===== config.mk =====
export PLATFORM = sky130hd
export DESIGN_NAME = archive_stream_parser
export DESIGN_NICKNAME = d
export VERILOG_FILES = /design/src/rtl/core/asp_pkg.sv /design/src/rtl/core/archive_stream_parser.sv
export SDC_FILE = /design/constraint.sdc
export NUM_CORES = 2
export LEC_CHECK = 0
export BUFFER_PORTS_ARGS = -buffer_cell sky130_fd_sc_hd__buf_4
export CAP_MARGIN = 5
export CORE_MARGIN = 4
export CORE_UTILIZATION = 51
export CTS_BUF_LIST = sky130_fd_sc_hd__clkbuf_8 sky130_fd_sc_hd__clkbuf_16
export CTS_CLUSTER_DIAMETER = 60
export DETAILED_ROUTE_END_ITERATION = 8
export PLACE_DENSITY = 0.68
export SKIP_LAST_GASP = 1
export SYNTH_ARGS = -nofsm -noshare
export SYNTH_HDL_FRONTEND = slang
export SYNTH_SLANG_ARGS = --single-unit

===== constraint.sdc =====
create_clock -name clk -period 34 [get_ports clk]
set_clock_uncertainty 0.2 [all_clocks]
set_input_delay 1.7 -clock clk [delete_from_list [all_inputs] [get_ports clk]]
set_output_delay 1.7 -clock clk [all_outputs]
set_load 0.05 [all_outputs]

===== src/rtl/core/asp_pkg.sv =====
// Shared types, codes and defaults for the archive stream parser.
package asp_pkg;

    localparam int MAGIC_BYTES_DEFAULT = 4;
    localparam int OFFSET_BITS_DEFAULT = 32;

    localparam int RES_FIFO_DEPTH = 4;
    localparam int RES_PTR_BITS   = $clog2(RES_FIFO_DEPTH);
    localparam int RES_CNT_BITS   = $clog2(RES_FIFO_DEPTH + 1);

    localparam int CFG_INDEX_BITS = 3;
    localparam int CFG_DATA_BITS  = 32;

    localparam logic [CFG_INDEX_BITS-1:0] REG_MAGIC_WORD       = 3'd0;
    localparam logic [CFG_INDEX_BITS-1:0] REG_EXPECTED_VERSION = 3'd1;
    localparam logic [CFG_INDEX_BITS-1:0] REG_ENTRY_LIMIT      = 3'd2;
    localparam logic [CFG_INDEX_BITS-1:0] REG_PATH_LIMIT       = 3'd3;
    localparam logic [CFG_INDEX_BITS-1:0] REG_TOTAL_SIZE       = 3'd4;

    localparam logic [31:0] MAGIC_WORD_RESET       = 32'd0;
    localparam logic [31:0] EXPECTED_VERSION_RESET = 32'd1;
    localparam logic [15:0] ENTRY_LIMIT_RESET      = 16'd64;
    localparam logic [15:0] PATH_LIMIT_RESET       = 16'd256;
    localparam logic [31:0] TOTAL_SIZE_RESET       = 32'd0;

    localparam logic [2:0] EV_PATH_BYTE     = 3'd0;
    localparam logic [2:0] EV_CONTENT_START = 3'd1;
    localparam logic [2:0] EV_CONTENT_BYTE  = 3'd2;
    localparam logic [2:0] EV_ACCEPT        = 3'd3;
    localparam logic [2:0] EV_REJECT        = 3'd4;

    localparam logic [3:0] ERR_NONE        = 4'd0;
    localparam logic [3:0] ERR_SHORT       = 4'd1;
    localparam logic [3:0] ERR_MAGIC       = 4'd2;
    localparam logic [3:0] ERR_VERSION     = 4'd3;
    localparam logic [3:0] ERR_COUNT       = 4'd4;
    localparam logic [3:0] ERR_PATHLEN_CUT = 4'd5;
    localparam logic [3:0] ERR_PATH        = 4'd6;
    localparam logic [3:0] ERR_CONTLEN_CUT = 4'd7;
    localparam logic [3:0] ERR_CONTENT     = 4'd8;

    typedef struct packed {
        logic [2:0]  event_code;
        logic [15:0] entry;
        logic [7:0]  value;
        logic [31:0] offset;
        logic [63:0] length;
        logic [3:0]  error;
        logic        last;
    } res_t;

endpackage


===== src/rtl/core/archive_stream_parser.sv =====
// Archive stream parser: byte-wide header, path and content walker.
// Results are registered: each is written into the result queue when its byte is accepted.
// Throughput: one byte per cycle; a byte gives at most two results, which
// drain through a four-entry result queue, and input stalls only when fewer
// than two queue slots are free.
// Reset: rst_n clears the parse state, the queue and the registers to their
// defaults at once; no clearing pass.
module archive_stream_parser #(
    parameter int MAGIC_BYTES = asp_pkg::MAGIC_BYTES_DEFAULT,
    parameter int OFFSET_BITS = asp_pkg::OFFSET_BITS_DEFAULT
) (
    input  logic                                 clk,
    input  logic                                 rst_n,
    input  logic                                 cfg_we,
    input  logic [asp_pkg::CFG_INDEX_BITS-1:0]   cfg_index,
    input  logic [asp_pkg::CFG_DATA_BITS-1:0]    cfg_data,
    input  logic                                 in_valid,
    output logic                                 in_ready,
    input  logic [7:0]                           data_byte,
    output logic                                 out_valid,
    input  logic                                 out_ready,
    output logic [2:0]                           event_res,
    output logic [15:0]                          entry_index,
    output logic [7:0]                           byte_value,
    output logic [31:0]                          byte_offset,
    output logic [63:0]                          content_length,
    output logic [3:0]                           error_code,
    output logic                                 last_of_run
);

    localparam logic [63:0] OFF_MASK = {64{1'b1}} >> (64 - OFFSET_BITS);

    typedef enum logic [2:0] {
        PH_MAGIC,
        PH_VERSION,
        PH_COUNT,
        PH_PATHLEN,
        PH_PATH,
        PH_CONTLEN,
        PH_CONTENT,
        PH_DONE
    } phase_t;

    logic [31:0] magic_reg;
    logic [31:0] version_reg;
    logic [15:0] entry_limit_reg;
    logic [15:0] path_limit_reg;
    logic [31:0] total_size_reg;

    phase_t                 phase_reg, phase_next;
    logic [2:0]             fbc_reg, fbc_next;
    logic [63:0]            shift_reg, shift_next;
    logic [OFFSET_BITS-1:0] off_reg, off_next;
    logic [15:0]            entry_reg, entry_next;
    logic [31:0]            declared_reg, declared_next;
    logic [15:0]            path_rem_reg, path_rem_next;
    logic [63:0]            cont_rem_reg, cont_rem_next;

    logic [OFFSET_BITS-1:0] off_inc;
    logic [63:0]            pos64;
    logic [63:0]            inc64;
    logic [63:0]            eff_size;
    logic [63:0]            space;
    logic [63:0]            gathered;
    logic [15:0]            entry_inc;
    logic                   entry_last;
    logic                   take;

    asp_pkg::res_t prim, term;
    logic          prim_valid, term_valid;

    asp_pkg::res_t                       fifo_mem [asp_pkg::RES_FIFO_DEPTH];
    logic [asp_pkg::RES_PTR_BITS-1:0]    wr_ptr_reg;
    logic [asp_pkg::RES_PTR_BITS-1:0]    rd_ptr_reg;
    logic [asp_pkg::RES_CNT_BITS-1:0]    count_reg;
    logic [asp_pkg::RES_CNT_BITS-1:0]    push_cnt;
    logic                                pop;
    asp_pkg::res_t                       push_first;
    asp_pkg::res_t                       head;

    always_ff @(posedge clk or negedge rst_n)
    begin
        if (!rst_n)
        begin
            magic_reg       <= asp_pkg::MAGIC_WORD_RESET;
            version_reg     <= asp_pkg::EXPECTED_VERSION_RESET;
            entry_limit_reg <= asp_pkg::ENTRY_LIMIT_RESET;
            path_limit_reg  <= asp_pkg::PATH_LIMIT_RESET;
            total_size_reg  <= asp_pkg::TOTAL_SIZE_RESET;
        end
        else if (cfg_we)
        begin
            unique case (cfg_index)
                asp_pkg::REG_MAGIC_WORD:       magic_reg       <= cfg_data;
                asp_pkg::REG_EXPECTED_VERSION: version_reg     <= cfg_data;
                asp_pkg::REG_ENTRY_LIMIT:      entry_limit_reg <= cfg_data[15:0];
                asp_pkg::REG_PATH_LIMIT:       path_limit_reg  <= cfg_data[15:0];
                asp_pkg::REG_TOTAL_SIZE:       total_size_reg  <= cfg_data;
                default:
                begin
                end
            endcase
        end
    end

    assign take      = in_valid && in_ready;
    assign off_inc   = off_reg + 1'b1;
    assign pos64     = 64'(off_reg);
    assign inc64     = 64'(off_inc);
    assign eff_size  = {32'd0, total_size_reg} & OFF_MASK;
    assign space     = (eff_size > inc64) ? (eff_size - inc64) : 64'd0;
    assign entry_inc = entry_reg + 16'd1;
    assign entry_last = ({16'd0, entry_inc} == declared_reg);

    always_comb
    begin
        for (int i = 0; i < 8; i++)
        begin
            gathered[8*i +: 8] = (fbc_reg == 3'(i)) ? data_byte : shift_reg[8*i +: 8];
        end
    end

    always_comb
    begin
        phase_next    = phase_reg;
        fbc_next      = fbc_reg;
        shift_next    = shift_reg;
        off_next      = off_reg;
        entry_next    = entry_reg;
        declared_next = declared_reg;
        path_rem_next = path_rem_reg;
        cont_rem_next = cont_rem_reg;

        prim_valid       = 1'b0;
        prim.event_code  = asp_pkg::EV_PATH_BYTE;
        prim.entry       = entry_reg;
        prim.value       = data_byte;
        prim.offset      = pos64[31:0];
        prim.length      = 64'd0;
        prim.error       = asp_pkg::ERR_NONE;
        prim.last        = 1'b1;

        term_valid       = 1'b0;
        term.event_code  = asp_pkg::EV_REJECT;
        term.entry       = entry_reg;
        term.value       = 8'd0;
        term.offset      = inc64[31:0];
        term.length      = 64'd0;
        term.error       = asp_pkg::ERR_NONE;
        term.last        = 1'b1;

        if (take && phase_reg != PH_DONE)
        begin
            off_next = off_inc;
            unique case (phase_reg)
                PH_MAGIC:
                begin
                    if (eff_size < 64'(MAGIC_BYTES + 8))
                    begin
                        term_valid = 1'b1;
                        term.error = asp_pkg::ERR_SHORT;
                    end
                    else if (magic_reg[8*fbc_reg[1:0] +: 8] != data_byte)
                    begin
                        term_valid = 1'b1;
                        term.error = asp_pkg::ERR_MAGIC;
                    end
                    else if (fbc_reg == 3'(MAGIC_BYTES - 1))
                    begin
                        fbc_next   = 3'd0;
                        shift_next = 64'd0;
                        phase_next = PH_VERSION;
                    end
                    else
                    begin
                        fbc_next = fbc_reg + 3'd1;
                    end
                end
                PH_VERSION:
                begin
                    if (fbc_reg == 3'd3)
                    begin
                        fbc_next   = 3'd0;
                        shift_next = 64'd0;
                        if (gathered[31:0] != version_reg)
                        begin
                            term_valid = 1'b1;
                            term.error = asp_pkg::ERR_VERSION;
                        end
                        else
                        begin
                            phase_next = PH_COUNT;
                        end
                    end
                    else
                    begin
                        fbc_next   = fbc_reg + 3'd1;
                        shift_next = gathered;
                    end
                end
                PH_COUNT:
                begin
                    if (fbc_reg == 3'd3)
                    begin
                        fbc_next      = 3'd0;
                        shift_next    = 64'd0;
                        declared_next = gathered[31:0];
                        if (gathered[31:0] > {16'd0, entry_limit_reg})
                        begin
                            term_valid = 1'b1;
                            term.error = asp_pkg::ERR_COUNT;
                        end
                        else if (gathered[31:0] == 32'd0)
                        begin
                            term_valid      = 1'b1;
                            term.event_code = asp_pkg::EV_ACCEPT;
                        end
                        else if (space < 64'd2)
                        begin
                            term_valid = 1'b1;
                            term.error = asp_pkg::ERR_PATHLEN_CUT;
                        end
                        else
                        begin
                            phase_next = PH_PATHLEN;
                        end
                    end
                    else
                    begin
                        fbc_next   = fbc_reg + 3'd1;
                        shift_next = gathered;
                    end
                end
                PH_PATHLEN:
                begin
                    if (fbc_reg == 3'd1)
                    begin
                        fbc_next      = 3'd0;
                        shift_next    = 64'd0;
                        if (gathered[15:0] >= path_limit_reg
                            || {48'd0, gathered[15:0]} > space)
                        begin
                            term_valid = 1'b1;
                            term.error = asp_pkg::ERR_PATH;
                        end
                        else
                        begin
                            path_rem_next = gathered[15:0];
                            if (gathered[15:0] != 16'd0)
                            begin
                                phase_next = PH_PATH;
                            end
                            else if (space < 64'd8)
                            begin
                                term_valid = 1'b1;
                                term.error = asp_pkg::ERR_CONTLEN_CUT;
                            end
                            else
                            begin
                                phase_next = PH_CONTLEN;
                            end
                        end
                    end
                    else
                    begin
                        fbc_next   = fbc_reg + 3'd1;
                        shift_next = gathered;
                    end
                end
                PH_PATH:
                begin
                    prim_valid      = 1'b1;
                    prim.event_code = asp_pkg::EV_PATH_BYTE;
                    path_rem_next   = path_rem_reg - 16'd1;
                    if (path_rem_reg == 16'd1)
                    begin
                        if (space < 64'd8)
                        begin
                            term_valid = 1'b1;
                            term.error = asp_pkg::ERR_CONTLEN_CUT;
                        end
                        else
                        begin
                            phase_next = PH_CONTLEN;
                        end
                    end
                end
                PH_CONTLEN:
                begin
                    if (fbc_reg == 3'd7)
                    begin
                        fbc_next   = 3'd0;
                        shift_next = 64'd0;
                        if (gathered > space)
                        begin
                            term_valid = 1'b1;
                            term.error = asp_pkg::ERR_CONTENT;
                        end
                        else
                        begin
                            prim_valid      = 1'b1;
                            prim.event_code = asp_pkg::EV_CONTENT_START;
                            prim.value      = 8'd0;
                            prim.offset     = inc64[31:0];
                            prim.length     = gathered;
                            cont_rem_next   = gathered;
                            if (gathered != 64'd0)
                            begin
                                phase_next = PH_CONTENT;
                            end
                            else
                            begin
                                entry_next = entry_inc;
                                term.entry = entry_inc;
                                if (entry_last)
                                begin
                                    term_valid      = 1'b1;
                                    term.event_code = asp_pkg::EV_ACCEPT;
                                end
                                else if (space < 64'd2)
                                begin
                                    term_valid = 1'b1;
                                    term.error = asp_pkg::ERR_PATHLEN_CUT;
                                end
                                else
                                begin
                                    phase_next = PH_PATHLEN;
                                end
                            end
                        end
                    end
                    else
                    begin
                        fbc_next   = fbc_reg + 3'd1;
                        shift_next = gathered;
                    end
                end
                PH_CONTENT:
                begin
                    prim_valid      = 1'b1;
                    prim.event_code = asp_pkg::EV_CONTENT_BYTE;
                    cont_rem_next   = cont_rem_reg - 64'd1;
                    if (cont_rem_reg == 64'd1)
                    begin
                        entry_next = entry_inc;
                        term.entry = entry_inc;
                        if (entry_last)
                        begin
                            term_valid      = 1'b1;
                            term.event_code = asp_pkg::EV_ACCEPT;
                        end
                        else if (space < 64'd2)
                        begin
                            term_valid = 1'b1;
                            term.error = asp_pkg::ERR_PATHLEN_CUT;
                        end
                        else
                        begin
                            phase_next = PH_PATHLEN;
                        end
                    end
                end
                PH_DONE:
                begin
                end
            endcase
            if (term_valid)
            begin
                phase_next = PH_DONE;
            end
        end
        prim.last = !term_valid;
    end

    always_ff @(posedge clk or negedge rst_n)
    begin
        if (!rst_n)
        begin
            phase_reg    <= PH_MAGIC;
            fbc_reg      <= 3'd0;
            shift_reg    <= 64'd0;
            off_reg      <= '0;
            entry_reg    <= 16'd0;
            declared_reg <= 32'd0;
            path_rem_reg <= 16'd0;
            cont_rem_reg <= 64'd0;
        end
        else
        begin
            phase_reg    <= phase_next;
            fbc_reg      <= fbc_next;
            shift_reg    <= shift_next;
            off_reg      <= off_next;
            entry_reg    <= entry_next;
            declared_reg <= declared_next;
            path_rem_reg <= path_rem_next;
            cont_rem_reg <= cont_rem_next;
        end
    end

    assign push_first = prim_valid ? prim : term;
    assign push_cnt   = asp_pkg::RES_CNT_BITS'(prim_valid) + asp_pkg::RES_CNT_BITS'(term_valid);
    assign pop        = out_valid && out_ready;
    assign in_ready   = count_reg <= asp_pkg::RES_CNT_BITS'(asp_pkg::RES_FIFO_DEPTH - 2);
    assign out_valid  = count_reg != '0;

    always_ff @(posedge clk)
    begin
        if (push_cnt != '0)
        begin
            fifo_mem[wr_ptr_reg] <= push_first;
        end
        if (prim_valid && term_valid)
        begin
            fifo_mem[wr_ptr_reg + 1'b1] <= term;
        end
    end

    always_ff @(posedge clk or negedge rst_n)
    begin
        if (!rst_n)
        begin
            wr_ptr_reg <= '0;
            rd_ptr_reg <= '0;
            count_reg  <= '0;
        end
        else
        begin
            wr_ptr_reg <= wr_ptr_reg + asp_pkg::RES_PTR_BITS'(push_cnt);
            rd_ptr_reg <= rd_ptr_reg + asp_pkg::RES_PTR_BITS'(pop);
            count_reg  <= count_reg + push_cnt - asp_pkg::RES_CNT_BITS'(pop);
        end
    end

    assign head           = fifo_mem[rd_ptr_reg];
    assign event_res      = head.event_code;
    assign entry_index    = head.entry;
    assign byte_value     = head.value;
    assign byte_offset    = head.offset;
    assign content_length = head.length;
    assign error_code     = head.error;
    assign last_of_run    = head.last;

endmodule


Word level (Yosys, flattened, before mapping)
Memory sizes are Yosys's and may differ from the RTL's. Cells that the tools add are included.

Memories kept: 1. Bits in registers: 365. Logic and storage cells: 240. Memory bits (writable): 512.

Memory list: fifo_mem (words 4, width 128, read ports 1, clocked after memory_dff 0, write ports 2, line archive_stream_parser.sv:72) `asp_pkg::res_t fifo_mem [asp_pkg::RES_FIFO_DEPTH];`.

Shifts and indexed selects: 1. Reductions and logical operators: 32. Add/subtract/negate cells: 12. Magnitude comparators: 9. Mux-type cells: 123. Equal/unequal tests: 46.

Operator list (number): 64-bit two-way mux (9); 104-bit two-way mux (4); 64-bit one-hot mux with 4 select lines (1); 128-bit two-way mux (1); 64-bit one-hot mux with 2 select lines (1); 3-bit two-way mux (40); 16-bit two-way mux (6); 16-bit one-hot mux with 2 select lines (3); 19-bit two-way mux (5); 64-bit by 1-bit == test with 1-bit output, second input constant (1); 16-bit by 64-bit > comparator with 1-bit output (1); 64-bit > comparator (1); 64-bit by 2-bit < comparator with 1-bit output, second input constant (1); 64-bit by 4-bit < comparator with 1-bit output, second input constant (1); 8-bit two-way mux (8); 64-bit nonzero test (1); 64-bit by 1-bit subtractor with 64-bit output, second input constant (1); 3-bit != test, second input constant (15); 32-bit by 32-bit subtractor with 33-bit output (1); 32-bit by 1-bit adder with 32-bit output, second input constant (1); 16-bit by 32-bit == test with 1-bit output (1); 32-bit by 16-bit > comparator with 1-bit output (1); 32-bit > comparator (1); 32-bit zero test (1); 46 further kinds (117).

Logic depth before layout (Yosys ltp)
Depth in word-level cells: 16. Mapped depth: 47.

Worst setup path after synthesis
OpenSTA, ideal clock, no wires.

Kind: register -> register. From: register off_reg[1]. To: memory fifo_mem[2][84] in the netlist's numbering, data pin. Arrival: 10.804 ns. Buffers on the path: 5. Cell stages (with the launch flop): 44. Path slack: 22.849 ns. Clock period less this slack: 11.151 ns. Cell sequence: dfrtp_1 ha_1 nand3_1 nor3_1 nand3_1 nor3_1 and3_1 and3_1 clkbuf_1 nand3_1 xor2_1 ha_1 clkbuf_1 a21o_1 a21o_1 a2111oi_0 nor3_1 o21ai_0 [8 not listed] a21o_1 a21o_1 a21o_1 a221oi_1 o21ai_0 nor3_1 nor2_1 nor3_1 nor2_1 inv_1 ha_1 inv_1 nor3b_1 clkbuf_1 nor2_1 inv_1 o21ai_0 nor2_1.

RTL lines: start, declared (line archive_stream_parser.sv:53) `logic [OFFSET_BITS-1:0] off_reg, off_next;`; start signal, assigned (line archive_stream_parser.sv:393) `off_reg <= off_next;`; end, declared (line archive_stream_parser.sv:72).

==> run_results.csv <==
group,metric,value,unit
clock_tree,cts_setup_buffers,0,
clock_tree,clk_pin_slew_worst_paths,0.06,ns
floorplan,ios,178,
power_and_ir_drop,power_leakage,20.99,nW
min_path,whs_endpoint,"fifo_mem[3][55]",
critical_path,ff2ff_setup_slack,19.88,ns
timing,worst_pin_slew,1.218,ns
critical_path,critPathCaptureType,"register",
timing,slew_headroom,16.50,%
clock_tree,insertion_delay,0.69,ns
status,status,"complete, no violations",
route,first_iter_violations,4332,
place,portBuffers,177,
global_route,gr-usage-all-layers,29.80,%
clock_tree,cts_hold_buf,0,
timing,worst_slack,19.88,ns
route,antenna_left,0,
critical_path,crit_arrival,14.33,ns
clock_tree,ctsResizeCount,0,
logic_synthesis,ys_ff_latch,877,
place,dpl_worst_slack,20.27,ns
logic_synthesis,synth_edf_count,220,
logic_synthesis,ys_types,104,
floorplan,die_area,95200,µm²
timing,setup_tns,0,ns
logic_synthesis,yosysWarnings,0,
final_layout,largest_reg_flops,512,
place,dpl.hpwl,97680,µm
route,wl_per_cell,24.67,µm
critical_path,crit_fanout,82,
final_layout,fillers,7568,
min_path,hold_path.class,"reg -> reg",
min_path,hp-start,"fifo_mem[3][55]",
route,wl,144900,µm
route,vias,37397,
logic_synthesis,synth_area,46070,µm²
global_route,grt_overflow_total,0,
clock_tree,h-tree-depth,3,
power_and_ir_drop,p_per_area,81.41,nW/µm²
route,route.detailed.drc,0,
timing,finalCritPeriodShare,41.53,%
critical_path,r2r_end,"fifo_mem[1][84]",
logic_synthesis,ys.flop_type,"dfrtp_1",
critical_path,crit_path_max_incr_delay,0.90,ns
global_route,grt_pass1_wl,219600,µm
power_and_ir_drop,total_power,4.210,mW
timing,fin_crit,14.12,ns
floorplan,chipWidth,308.6,µm
clock_tree,ctsRootBufferMaster,"clkbuf_16",
min_path,hold_depth,2,
floorplan,fp.coreArea,89060,µm²
critical_path,required,34.22,ns
floorplan,initial_core_util,51.73,%
final_layout,final_layout_size_suffix_gt1_share,16.27,%
critical_path,crit_top_cell,"nor3_1",
route,drtPass1Iterations,6,
critical_path,cp_top_family,"simple AND/OR/NAND/NOR gates",
timing,setup_viol,0,
clock_tree,numClockSinks,877,
logic_synthesis,synth-async-reset-ratio,41.62,%
critical_path,start_kind,"register",
timing,rsz0062_at_grt,"false",
power_and_ir_drop,peakVddDrop,51.12,µV
global_route,first_global_vias,35389,
timing,slew_viol_final,0,
clock_tree,cts_buffers,97,
global_route,grt_max_degree,160,
place,gp_congestion,0.9706,
logic_synthesis,synth.avg_cell_area,9.993,µm²
final_layout,syn_to_final_growth,12.26,%
floorplan,rows,109,
critical_path,crit_slowest_cell,"nor3_1",
route,viasPerCell,6.369,
floorplan,die_h,308.6,µm
final_layout,nets,4819,
final_layout,layout_commonest_cell,"nand2_1",
logic_synthesis,postSynthCellCount,4610,
logic_synthesis,syn-num-nets,4807,
final_layout,num_antenna_cells,0,
final_layout,mostFrequentLayoutCells,"nand2_1 (654), o21ai_0 (580), dfrtp_1 (360)",
clock_tree,tritoncts,"yes",
critical_path,crit_buf_inv,5,
clock_tree,clk_path_buf_depth,3,
critical_path,reg2reg_depth,40,
logic_synthesis,ys_seq_area_share,46.86,%
flow_run,maxCapViolations,0,
timing,max_freq,70.83,MHz
critical_path,path_class,"reg -> reg",
critical_path,r2r-start,"off_reg[0]",
global_route,antenna_found_initial,1,
timing,timing.final.hold_violations,0,
==> how the worst max path moves through the flow <==
stage	cells past startpoint	from	endpoint	slack, ns
finish	40	off_reg[0]	fifo_mem[1][84]	19.88
floorplan	43	off_reg[1]	fifo_mem[2][84]	22.85
CTS	40	off_reg[0]	fifo_mem[1][84]	20.17
global placement	40	off_reg[0]	fifo_mem[1][84]	20.73
global route	41	off_reg[0]	fifo_mem[1][84]	18.85
detailed placement	40	off_reg[0]	fifo_mem[1][84]	20.27
==> where the power goes <==
part / switching (mW) / internal, mW / leakage [nW]
Combinational: 1.15 / 0.626 / 10.1
Sequential: 0.140 / 1.20 / 9.13
Clock: 0.451 / 0.651 / 1.77
Total: 1.74 / 2.47 / 21.0
==> cell type report <==
class / count / area, µm² / share of cell area [%]
well taps: 1165 / 1458 / 2.818
repair buffers: 261 / 1979 / 3.827
multi-input cells: 3238 / 22730 / 43.95
clock buffers: 117 / 2804 / 5.422
inverters: 147 / 551.8 / 1.067
clock inverters: 67 / 600.6 / 1.161
flip-flops and latches: 877 / 21600 / 41.76
==> through the flow <==
step                instance area (µm²)  hold slack, ns  instances  util (%)
CTS                               51720          0.2504       5872     58.07
global route                      51720          0.2706       5872     58.07
detailed placement                48310          0.2372       5688     54.25
global placement                  48310          0.2282       5688     54.25
finish                            51720          0.2472       5872     58.07
floorplan                         46070          0.2198       4610         -
==> cells in the mapped netlist (80+ instances only) <==
library cell | n | area share [%]
edfxtp_1 | 220 | 14
nand2_1 | 659 | 5.4
a22o_1 | 80 | 1.5
nor3_1 | 81 | 0.88
clkbuf_1 | 287 | 2.3
nor2_1 | 209 | 1.7
xnor2_1 | 128 | 2.4
ha_1 | 147 | 4.0
inv_1 | 146 | 1.2
o21ai_0 | 580 | 6.3
dfxtp_1 | 292 | 13
mux4_2 | 136 | 6.6
a21oi_1 | 176 | 1.9
o31ai_1 | 85 | 1.4
dfrtp_1 | 362 | 20
mux2_2 | 126 | 3.1
==> logic make-up after synthesis <==
logic type      share of synthesized area, %
compound gates                         17.15
buf+inv                                4.115
xor+xnor                               3.208
mux                                    11.12
flops                                  46.86
fa+ha+maj                              4.079
simple gates                           13.47
==> layer usage <==
layer / vias up / track usage (%) / share of wire, %
li1: 16909 / - / -
met1: 18402 / 41.86 / 42
met2: 1793 / 47.47 / 46
met3: 293 / 4.758 / 8.9
met4: 0 / 10.19 / 3.4
met5: - / 0 / 0
==> tightest hold or removal path: stages, from the launching register on <==
cell,delay [ns]
dfxtp_1,0.32
nand2_1,0.04
o21ai_0,0.05
Power figures use the tool's default switching activity.
